**src/design/ctb_pkg.sv**
```systemverilog
// Shared types and constants for the countdown timer bank.
// Used by ctb_in_reg, ctb_timer_core and countdown_timer_bank.
`default_nettype none

package ctb_pkg;

    // Timer layout: seconds timers occupy the lowest ids, fast timers follow.
    localparam int NumSec    = 2;
    localparam int NumFast   = 3;
    localparam int NumTimers = NumSec + NumFast;

    localparam int SecW   = 8;
    localparam int FastW  = 15;
    localparam int PreW   = 8;
    localparam int IdW    = 3;
    localparam int ValW   = 16;
    localparam int TpsW   = 8;
    localparam int FastIdxW = 2;

    localparam logic [TpsW-1:0] TpsReset = 8'd100;

    // Stream payload widths, padded to whole bytes.
    localparam int InTdataW  = 24;
    localparam int OutTdataW = 8;

    typedef enum logic {
        OP_TICK = 1'b0,
        OP_LOAD = 1'b1
    } t_opcode;

    typedef struct packed {
        t_opcode              opcode;
        logic [IdW-1:0]       counter_id;
        logic [ValW-1:0]      load_value;
    } t_item;

    typedef struct packed {
        logic [NumTimers-1:0] done_flags;
        logic                 selected_done;
    } t_result;

endpackage

`default_nettype wire

```
**src/design/countdown_timer_bank.sv**
```systemverilog
// Top level of the countdown timer bank: input stage, timer core, result register.
// Depends on ctb_pkg, ctb_in_reg and ctb_timer_core.
//
//  Channel   Direction  Payload
//  s_axis    in         tuser: opcode; tdata: counter_id, load_value
//  m_axis    out        tdata: done_flags, selected_done
//  cfg       in         i_cfg_wdata: ticks_per_second
//
// Every item passes input register -> timer logic -> result register, and a new item
// is taken every cycle while results are drained.
// The timer state updates when an item moves into the result register.
// A stall on m_axis holds the result and, once the input register is full, s_axis.
// Reset is synchronous and active low; ticks_per_second resets to 100.
`default_nettype none

module countdown_timer_bank (
    input  wire                           i_clk,
    input  wire                           i_rst_n,
    input  wire                           i_cfg_we,
    input  wire [ctb_pkg::TpsW-1:0]       i_cfg_wdata,
    input  wire                           s_axis_tvalid,
    output logic                          s_axis_tready,
    input  wire [ctb_pkg::InTdataW-1:0]   s_axis_tdata,   // [2:0] counter_id, [18:3] load_value
    input  wire                           s_axis_tuser,   // [0] opcode
    output logic                          m_axis_tvalid,
    input  wire                           m_axis_tready,
    output logic [ctb_pkg::OutTdataW-1:0] m_axis_tdata    // [4:0] done_flags, [5] selected_done
);

    logic                           w_in_valid;
    ctb_pkg::t_item                 w_item;
    ctb_pkg::t_result               w_result;
    logic [ctb_pkg::NumTimers-1:0]  w_flags;
    logic                           w_advance;
    logic                           r_out_valid;
    ctb_pkg::t_result               r_out_result;

    // An item moves on when the result register is empty or being drained.
    assign w_advance = w_in_valid && (!r_out_valid || m_axis_tready);

    ctb_in_reg u_in_reg (
        .i_clk         (i_clk),
        .i_rst_n       (i_rst_n),
        .s_axis_tvalid (s_axis_tvalid),
        .s_axis_tready (s_axis_tready),
        .s_axis_tdata  (s_axis_tdata),
        .s_axis_tuser  (s_axis_tuser),
        .i_advance     (w_advance),
        .o_valid       (w_in_valid),
        .o_item        (w_item)
    );

    ctb_timer_core u_core (
        .i_clk       (i_clk),
        .i_rst_n     (i_rst_n),
        .i_cfg_we    (i_cfg_we),
        .i_cfg_wdata (i_cfg_wdata),
        .i_fire      (w_advance),
        .i_item      (w_item),
        .o_result    (w_result),
        .o_flags     (w_flags)
    );

    // Result register valid flag.
    always_ff @(posedge i_clk) begin
        if (!i_rst_n) begin
            r_out_valid <= 1'b0;
        end else if (!r_out_valid || m_axis_tready) begin
            r_out_valid <= w_in_valid;
        end
    end

    // Result payload.
    always_ff @(posedge i_clk) begin
        if (w_advance) begin
            r_out_result <= w_result;
        end
    end

    assign m_axis_tvalid = r_out_valid;
    assign m_axis_tdata  = {{(ctb_pkg::OutTdataW - ctb_pkg::NumTimers - 1){1'b0}},
                            r_out_result.selected_done, r_out_result.done_flags};

    // A selected flag can only be set when some flag is set.
    a_sel_implies_flag: assert property (@(posedge i_clk) disable iff (!i_rst_n)
        (r_out_valid && r_out_result.selected_done) |-> (r_out_result.done_flags != '0))
        else $error("selected_done set with no done flag");

    // A load of a used timer clears its flag in the result.
    a_load_clears: assert property (@(posedge i_clk) disable iff (!i_rst_n)
        (w_advance && w_item.opcode == ctb_pkg::OP_LOAD
         && w_item.counter_id < ctb_pkg::IdW'(ctb_pkg::NumTimers))
        |=> !r_out_result.done_flags[$past(w_item.counter_id)])
        else $error("load did not clear the timer flag");

    // A tick never clears a flag.
    a_tick_sticky: assert property (@(posedge i_clk) disable iff (!i_rst_n)
        (w_advance && w_item.opcode == ctb_pkg::OP_TICK)
        |=> ((r_out_result.done_flags & $past(w_flags)) == $past(w_flags)))
        else $error("tick cleared a sticky flag");

    // A full input register that cannot move blocks the slave side.
    a_in_block: assert property (@(posedge i_clk) disable iff (!i_rst_n)
        (w_in_valid && !w_advance) |-> !s_axis_tready)
        else $error("input accepted while the stage is blocked");

endmodule

`default_nettype wire

```
**src/design/ctb_in_reg.sv**
```systemverilog
// Input register stage of the countdown timer bank.
// Captures one transaction from the slave stream; depends on ctb_pkg.
`default_nettype none

module ctb_in_reg (
    input  wire                          i_clk,
    input  wire                          i_rst_n,
    input  wire                          s_axis_tvalid,
    output logic                         s_axis_tready,
    input  wire [ctb_pkg::InTdataW-1:0]  s_axis_tdata,   // [2:0] counter_id, [18:3] load_value
    input  wire                          s_axis_tuser,   // [0] opcode
    input  wire                          i_advance,
    output logic                         o_valid,
    output ctb_pkg::t_item               o_item
);

    logic           r_valid;
    ctb_pkg::t_item r_item;

    // The stage can take a new transaction when empty or when its item moves on.
    assign s_axis_tready = !r_valid || i_advance;

    // Valid flag follows the handshake.
    always_ff @(posedge i_clk) begin
        if (!i_rst_n) begin
            r_valid <= 1'b0;
        end else if (s_axis_tready) begin
            r_valid <= s_axis_tvalid;
        end
    end

    // Payload capture, no reset needed.
    always_ff @(posedge i_clk) begin
        if (s_axis_tvalid && s_axis_tready) begin
            r_item.opcode     <= ctb_pkg::t_opcode'(s_axis_tuser);
            r_item.counter_id <= s_axis_tdata[ctb_pkg::IdW-1:0];
            r_item.load_value <= s_axis_tdata[ctb_pkg::IdW +: ctb_pkg::ValW];
        end
    end

    assign o_valid = r_valid;
    assign o_item  = r_item;

endmodule

`default_nettype wire

```
**src/design/ctb_timer_core.sv**
```systemverilog
// Timer state, prescaler, configuration register and next-state logic.
// Produces the result for the item presented; depends on ctb_pkg.
`default_nettype none

module ctb_timer_core (
    input  wire                          i_clk,
    input  wire                          i_rst_n,
    input  wire                          i_cfg_we,
    input  wire [ctb_pkg::TpsW-1:0]      i_cfg_wdata,
    input  wire                          i_fire,
    input  ctb_pkg::t_item               i_item,
    output ctb_pkg::t_result             o_result,
    output logic [ctb_pkg::NumTimers-1:0] o_flags
);

    logic [ctb_pkg::TpsW-1:0]      r_tps;
    logic [ctb_pkg::PreW-1:0]      r_prescale, n_prescale;
    logic [ctb_pkg::SecW-1:0]      r_sec  [ctb_pkg::NumSec];
    logic [ctb_pkg::SecW-1:0]      n_sec  [ctb_pkg::NumSec];
    logic [ctb_pkg::FastW-1:0]     r_fast [ctb_pkg::NumFast];
    logic [ctb_pkg::FastW-1:0]     n_fast [ctb_pkg::NumFast];
    logic [ctb_pkg::NumTimers-1:0] r_done, n_done;
    logic [ctb_pkg::PreW-1:0]      w_pre_inc;
    logic [ctb_pkg::FastIdxW-1:0]  w_fast_idx;
    logic                          w_is_sec, w_is_fast;

    assign w_pre_inc  = r_prescale + 1'b1;
    assign w_is_sec   = i_item.counter_id < ctb_pkg::IdW'(ctb_pkg::NumSec);
    assign w_is_fast  = !w_is_sec
                      && (i_item.counter_id < ctb_pkg::IdW'(ctb_pkg::NumTimers));
    assign w_fast_idx = ctb_pkg::FastIdxW'(i_item.counter_id - ctb_pkg::IdW'(ctb_pkg::NumSec));

    // Next state for one item: a tick steps the timers, a load writes one.
    always_comb begin
        n_prescale = r_prescale;
        n_sec      = r_sec;
        n_fast     = r_fast;
        n_done     = r_done;
        unique case (i_item.opcode)
            ctb_pkg::OP_TICK: begin
                // Seconds timers step when the prescaler reaches the configured count.
                if (w_pre_inc == r_tps) begin
                    n_prescale = '0;
                    for (int i = 0; i < ctb_pkg::NumSec; i++) begin
                        if (r_sec[i] != '0) begin
                            n_sec[i] = r_sec[i] - 1'b1;
                        end else begin
                            n_done[i] = 1'b1;
                        end
                    end
                end else begin
                    n_prescale = w_pre_inc;
                end
                // Fast timers step on every tick.
                for (int i = 0; i < ctb_pkg::NumFast; i++) begin
                    if (r_fast[i] != '0) begin
                        n_fast[i] = r_fast[i] - 1'b1;
                    end else begin
                        n_done[i + ctb_pkg::NumSec] = 1'b1;
                    end
                end
            end
            ctb_pkg::OP_LOAD: begin
                // Seconds timers keep the low byte, fast timers take half the value.
                if (w_is_sec) begin
                    n_sec[i_item.counter_id[0]] = i_item.load_value[ctb_pkg::SecW-1:0];
                    n_done[i_item.counter_id]   = 1'b0;
                end else if (w_is_fast) begin
                    n_fast[w_fast_idx]        = i_item.load_value[ctb_pkg::ValW-1:1];
                    n_done[i_item.counter_id] = 1'b0;
                end
            end
            default: begin
                n_prescale = r_prescale;
            end
        endcase
    end

    // Result for the item: all flags plus the flag of the named timer.
    always_comb begin
        o_result.done_flags    = n_done;
        o_result.selected_done = (w_is_sec || w_is_fast) ? n_done[i_item.counter_id] : 1'b0;
    end

    assign o_flags = r_done;

    // Configuration register.
    always_ff @(posedge i_clk) begin
        if (!i_rst_n) begin
            r_tps <= ctb_pkg::TpsReset;
        end else if (i_cfg_we) begin
            r_tps <= i_cfg_wdata;
        end
    end

    // Timer state updates once per accepted item.
    always_ff @(posedge i_clk) begin
        if (!i_rst_n) begin
            r_prescale <= '0;
            r_done     <= '0;
            for (int i = 0; i < ctb_pkg::NumSec; i++) begin
                r_sec[i] <= '0;
            end
            for (int i = 0; i < ctb_pkg::NumFast; i++) begin
                r_fast[i] <= '0;
            end
        end else if (i_fire) begin
            r_prescale <= n_prescale;
            r_done     <= n_done;
            r_sec      <= n_sec;
            r_fast     <= n_fast;
        end
    end

endmodule

`default_nettype wire

```
**config.mk**
```make
export PLATFORM = sky130hd
export DESIGN_NAME = countdown_timer_bank
export DESIGN_NICKNAME = d
export VERILOG_FILES = /design/src/design/ctb_pkg.sv /design/src/design/countdown_timer_bank.sv /design/src/design/ctb_in_reg.sv /design/src/design/ctb_timer_core.sv
export SDC_FILE = /design/constraint.sdc
export NUM_CORES = 1
export LEC_CHECK = 0
export BUFFER_PORTS_ARGS = -buffer_cell sky130_fd_sc_hd__buf_4
export CORE_ASPECT_RATIO = 0.9
export CORE_MARGIN = 4
export CORE_UTILIZATION = 40
export DETAILED_ROUTE_END_ITERATION = 10
export GPL_TIMING_DRIVEN = 0
export PLACE_DENSITY = 0.59
export SYNTH_ARGS = -nofsm -noshare
export SYNTH_HDL_FRONTEND = slang
export SYNTH_SLANG_ARGS = --single-unit
```
**constraint.sdc**
```tcl
create_clock -name i_clk -period 4.8 [get_ports i_clk]
set_input_delay 0.48 -clock i_clk [delete_from_list [all_inputs] [get_ports i_clk]]
set_output_delay 0.48 -clock i_clk [all_outputs]
set_load 0.1 [all_outputs]
```
==> run_results.csv, run 1 <==
group,metric,value,unit
finish,drive_gt1_share,10.1,%
job,drv_cap,0,
global_route,grt_max_degree,21,
clock_network,cts.sink_count,110,
clock_network,cts_buffer_depth,2,
timing,hold_slack,0.284,ns
floorplan,ios,48,
worst_setup_path,worstReg2RegEnd,"u_core.r_fast[26]",
global_route,grt_pass1_vias,5515,
global_route,gr-total-overflow,0,
route,routed_wl,19700,microns
worst_setup_path,worstSetupStartpointType,"register",
worst_setup_path,crit_end,"u_core.r_fast[26]",
timing,fmax,330,MHz
timing,fin_worst_skew,0.0104,ns
worst_setup_path,reg2reg_depth,8,
route,via_count,5909,
route,wl_per_cell,20.3,microns
finish,layout.nets,811,
worst_hold_path,min_path_type,"in2reg",
worst_setup_path,crit_start,"u_in_reg.o_item[17]",
floorplan,core,14800,sq um
clock_network,cts_setup_buffers,0,
finish,final_cells,970,
synth,yosysTopAreaCell,"dfxtp_1",
placed_design,dp_hpwl,13700,microns
timing,fin_crit_sh,63.1,%
floorplan,dieArea,17100,sq um
route,final_antenna_net_count,0,
finish,n_antenna_cell,0,
synth,syn_avg_cell_area,8.42,sq um
finish,area_growth,14.1,%
synth,synth_edf_count,26,
clock_network,cts-resized-gates,0,
synth,synth_cells,716,
timing,tns,0,ns
synth,synth_top_area_share,27.9,%
timing,setup_viol,0,
placed_design,dp.cells,954,
worst_setup_path,rr_startpoint,"u_in_reg.o_item[17]",
timing,worst_pin_slew,1.23,ns
placed_design,gp_congestion,0.884,
timing,final.setup.worst_slack,1.77,ns
global_route,grt_pass1_wl,30600,microns
run_status,status,"complete, no violations",
route,drc,0,
worst_setup_path,cp_max_fo,10,
synth,synth_area_leaders,"dfxtp_1, edfxtp_1, nand2_1",
synth,synth-seq-cells,110,
worst_setup_path,cp-end-kind,"register",
clock_network,ctsHoldBuffers,0,
clock_network,cts_tree,"yes",
clock_network,htreeDepth,3,
synth,ys.flop_type,"dfxtp_1",
floorplan,start_util,40.8,%
synth,syn_area,6030,sq um
synth,synthDistinctLibCells,72,
floorplan,fp-row-count,42,
timing,min_period,3.03,ns
clock_network,clkLatencyLatePin,0.37,ns
clock_network,clkTransAtPathRegs,0.08,ns
finish,layout_common_cells,"nand2_1, dfxtp_1, nor2_1, o21ai_0",
global_route,grt.total_usage,23.1,%
floorplan,die_w,137,microns
power_and_ir_drop,powerDensity,344,nW/um^2
global_route,antenna_found_initial,0,
clock_network,cts_inserted_buffers,9,
synth,synthArstFlopShare,0,%
route,drt_iter0_markers,751,
timing,relSlewSlack,17.9,%
route,drt_pass1_iterations,6,
timing,rsz0062_at_grt,"false",
finish,layout_commonest_cell,"nand2_1",
worst_setup_path,required,5.04,ns
placed_design,numPortBuffers,39,
worst_setup_path,criticalPathCategory,"reg2reg",
synth,ys_seq_area_share,40.8,%
worst_setup_path,reg2reg_slack,1.77,ns
clock_network,cts_root_buf,"clkbuf_16",
power_and_ir_drop,ir_drop,211,uV
floorplan,die_h,124,microns
power_and_ir_drop,power,0.00237,W
timing,maxSlewViolCount,0,
synth,ys_warn_count,0,
worst_setup_path,crit_arrival,3.27,ns
timing,finalHoldViolations,0,
route,via_per_inst,6.09,
power_and_ir_drop,p_leak,2.47,nW
placed_design,dp_slack,1.79,ns
-- power breakdown --
part	internal [W]	switching (W)	leakage (nW)
clock network	0.000423	0.000365	0.154
registers	0.000997	0.0000550	0.935
logic	0.000194	0.000331	1.38
total	0.00161	0.000751	2.47
-- area by class of cell --
cell class,instances,area [sq um]
timing repair buffer,39,293
multi-input combinational,540,3290
tap,198,248
fill,1451,7890
buffer,46,196
inverter,21,78.8
sequential,110,2460
clock buffer,10,239
clock inverter,6,66.3
-- synthesized netlist by cell type (9+ instances only) --
cell type and count:
nand2_1 91, dfxtp_1 84, nor2_1 81, o21ai_0 44, a21oi_1 41, clkbuf_1 35, edfxtp_1 26, nor3_1 24
o211ai_1 24, a22oi_1 20, inv_1 19, nand3_1 13, or3_1 13, nand4_1 11, xor2_1 11, a211oi_1 10
o31ai_1 10, or4_1 10, a22o_1 9, mux2i_1 9
-- critical path, stage by stage (launching register included) --
cell and delay, ns:
edfxtp_1 0.32, buf_2 0.25, nor2b_1 0.44, nand2_1 0.11
a221oi_1 1.01, clkbuf_1 0.46, nand2_1 0.10, a22oi_1 0.15
nor2_1 0.05
-- worst min path at each step --
stage,startpoint,to,cells after the start
2_1_floorplan,u_core.o_flags[4],u_core.o_flags[4],2
3_3_place_gp,u_core.o_flags[4],u_core.o_flags[4],2
3_5_place_dp,u_core.o_flags[4],u_core.o_flags[4],2
4_1_cts,s_axis_tdata[0],u_in_reg.o_item[16],1
5_1_grt,s_axis_tdata[17],u_in_reg.o_item[14],1
6_report,s_axis_tdata[0],u_in_reg.o_item[16],1
-- through the flow --
stage	cell area [sq um]	util [%]
after floorplan	6030	-
after global routing	6880	46.6
after detailed placement	6570	44.5
after CTS	6880	46.6
final	6880	46.6
after global placement	6570	44.5
-- registers in the layout (all words and copies together) (netlist names) --
name / flops
u_core.r_fast: 45
u_in_reg.o_item: 20
u_core.r_sec: 16
u_core.r_prescale: 8
u_core.r_tps: 8
m_axis_tdata: 6
u_core.o_flags: 5
m_axis_tvalid: 1
u_in_reg.o_valid: 1
-- logic make-up (layout without fill, tap and decap cells) --
group                    count (synthesis)  after routing  share of synthesized area (%)
flip-flops                             110            110                           40.8
buffers and inverters                   67            122                           4.57
AO/OA/AOI/OAI                          217            217                           25.7
AND/OR/NAND/NOR                        286            286                           22.9
other                                    1              2                         0.0622
XOR/XNOR                                20             20                           3.15
adder cells (fa/ha/maj)                  6              6                           1.25
multiplexers                             9              9                           1.49
-- routing by layer --
metal  wire length, microns  global-route usage (%)  vias to the layer above
met5                      0                       0                        -
met4                    694                    9.33                        0
met3                   1500                    4.48                       38
met2                   9070                    36.0                      269
met1                   8440                    31.1                     2846
li1                       -                       -                     2756
Power figures use the tool's default switching activity.
==> inputs of run 2 (changes only) <==
Clock period 4.8 ns to 2.92 ns, I/O delays scaled along.
==> run 2 against run 1 <==
  * Fmax increased by 10%
  * Clock-buffer cell count unchanged
  * Total power rose by 65%
  * First-iteration DRC count down 22%
  * Worst setup slack lost 1.6 ns
  * Clock power is 65% higher
  * Utilization increased by 0.47 points
  * Critical path depth is the same
  * Wire length up 0.15%
  * Die area unchanged
  * Global-route usage about the same
  * Sequential power is 65% higher
==> run_results.csv, run 2 (synthesis gave the netlist of run 1 again) <==
group,metric,value,unit
run_status,status,"complete, no violations",
worst_setup_path,criticalPathCategory,"reg2reg",
clock_network,clkTransAtPathRegs,0.08,ns
timing,finalHoldViolations,0,
global_route,top_usage_layer,"met2",
floorplan,start_util,40.8,%
finish,fin_area,6950,sq um
timing,fin_crit_sh,94.0,%
route,final_antenna_net_count,0,
global_route,gr-total-overflow,0,
clock_network,cts_inserted_buffers,9,
finish,top_register,"u_core.r_fast",
route,wl_per_cell,20.3,microns
worst_hold_path,min_path_type,"in2reg",
route,via_count,5924,
worst_setup_path,cp-end-kind,"register",
timing,rsz0062_at_grt,"false",
placed_design,numPortBuffers,39,
global_route,met1_usage,31.2,%
finish,area_growth,15.3,%
global_route,globalRouteMet2Util,36.1,%
clock_network,htreeDepth,3,
timing,maxSlewViolCount,0,
clock_network,cts_tree,"yes",
clock_network,cts.sink_count,110,
timing,final.setup.worst_slack,0.176,ns
floorplan,die_w,137,microns
global_route,grt.total_usage,23.1,%
global_route,grt_pass1_vias,5524,
worst_setup_path,crit_arrival,3.02,ns
placed_design,gp_congestion,0.884,
timing,fmax,364,MHz
route,drc,0,
global_route,antenna_found_initial,0,
floorplan,dieArea,17100,sq um
clock_network,cts_buffer_depth,2,
global_route,grt_pass1_wl,30600,microns
global_route,met3_usage,4.48,%
floorplan,fp-row-count,42,
floorplan,ios,48,
worst_setup_path,worstSetupStartpointType,"register",
placed_design,dp_slack,-0.0924,ns
finish,layout_commonest_cell,"nand2_1",
power_and_ir_drop,p_leak,2.50,nW
job,drv_cap,0,
finish,layout_common_cells,"nand2_1, dfxtp_1, nor2_1, buf_4, o21ai_0",
clock_network,clkLatencyLatePin,0.37,ns
clock_network,cts_root_buf,"clkbuf_16",
floorplan,core,14800,sq um
timing,fin_worst_skew,0.0117,ns
power_and_ir_drop,powerDensity,561,nW/um^2
finish,layout.nets,815,
timing,relSlewSlack,32.6,%
finish,largest_reg_flops,45,
timing,worst_pin_slew,1.01,ns
floorplan,die_h,124,microns
route,via_per_inst,6.08,
worst_setup_path,required,3.20,ns
global_route,grt_max_degree,21,
timing,hold_slack,0.0945,ns
route,drt_iter0_markers,584,
placed_design,dpl_cell_area,6570,sq um
timing,tns,0,ns
finish,drive_gt1_share,11.5,%
power_and_ir_drop,ir_drop,344,uV
placed_design,dp_hpwl,13700,microns
finish,n_antenna_cell,0,
route,drt_pass1_iterations,8,
route,routed_wl,19700,microns
timing,min_period,2.74,ns
clock_network,ctsHoldBuffers,0,
timing,setup_viol,0,
worst_setup_path,cp_max_fo,7,
-- run 2: layout make-up --
type	instances	area (sq um)
repair buffers	44	330
clock buffers	10	239
inverters	21	78.8
plain buffers	45	193
multi-input cells	540	3330
well taps	198	248
clock inverters	6	66.3
fillers	1452	7820
flip-flops and latches	110	2460
-- run 2: worst max-delay path, stage by stage (launching register included) --
cell	delay (ns)
dfxtp_1	0.40
ha_2	0.26
nand3_4	0.12
o21a_1	0.21
o221ai_1	0.54
a2111oi_4	0.21
buf_4	0.20
or4b_1	0.52
a31oi_1	0.19
-- run 2: what timing repair did --
item | in CTS | in global routing
pin swaps | 3 | 2
gates resized for setup | 3 | 4
setup buffers | 1 | 4
setup endpoints to repair | 31 | 37
-- run 2: path summary, 6_finish.rpt --
check | endpoint | slack [ns] | start | cells past startpoint
worst max-delay path | u_core.r_prescale[2] | 0.18 | u_core.r_prescale[1] | 8
worst min-delay path | u_in_reg.o_item[16] | 0.09 | s_axis_tdata[0] | 1
worst max register to register | u_core.r_prescale[2] | 0.18 | u_core.r_prescale[1] | 8
worst min register to register | u_core.o_flags[4] | 0.47 | u_core.o_flags[4] | 2
-- run 2: power breakdown --
group | total [W] | internal (W) | switching, W
Clock | 0.00130 | 0.000696 | 0.000605
Sequential | 0.00173 | 0.00164 | 0.0000920
Combinational | 0.000868 | 0.000322 | 0.000545
Total | 0.00390 | 0.00266 | 0.00124
-- run 2: routing by layer --
metal  up-vias  part of all wire (%)
met5         -                     0
met4         0                   3.4
met3        35                   8.0
met2       270                    46
met1      2857                    42
li1       2762                     -
-- run 2: metrics by stage --
| stage | total power [W] | util (%) | cells |
|---|---|---|---|
| 4_1_cts | 0.00390 | 46.7 | 971 |
| 2_1_floorplan | 0.00236 | - | 717 |
| 3_5_place_dp | 0.00260 | 44.5 | 954 |
| 3_3_place_gp | 0.00259 | 44.5 | 954 |
| 6_report | 0.00390 | 47.1 | 974 |
| 5_1_grt | 0.00407 | 47.1 | 974 |
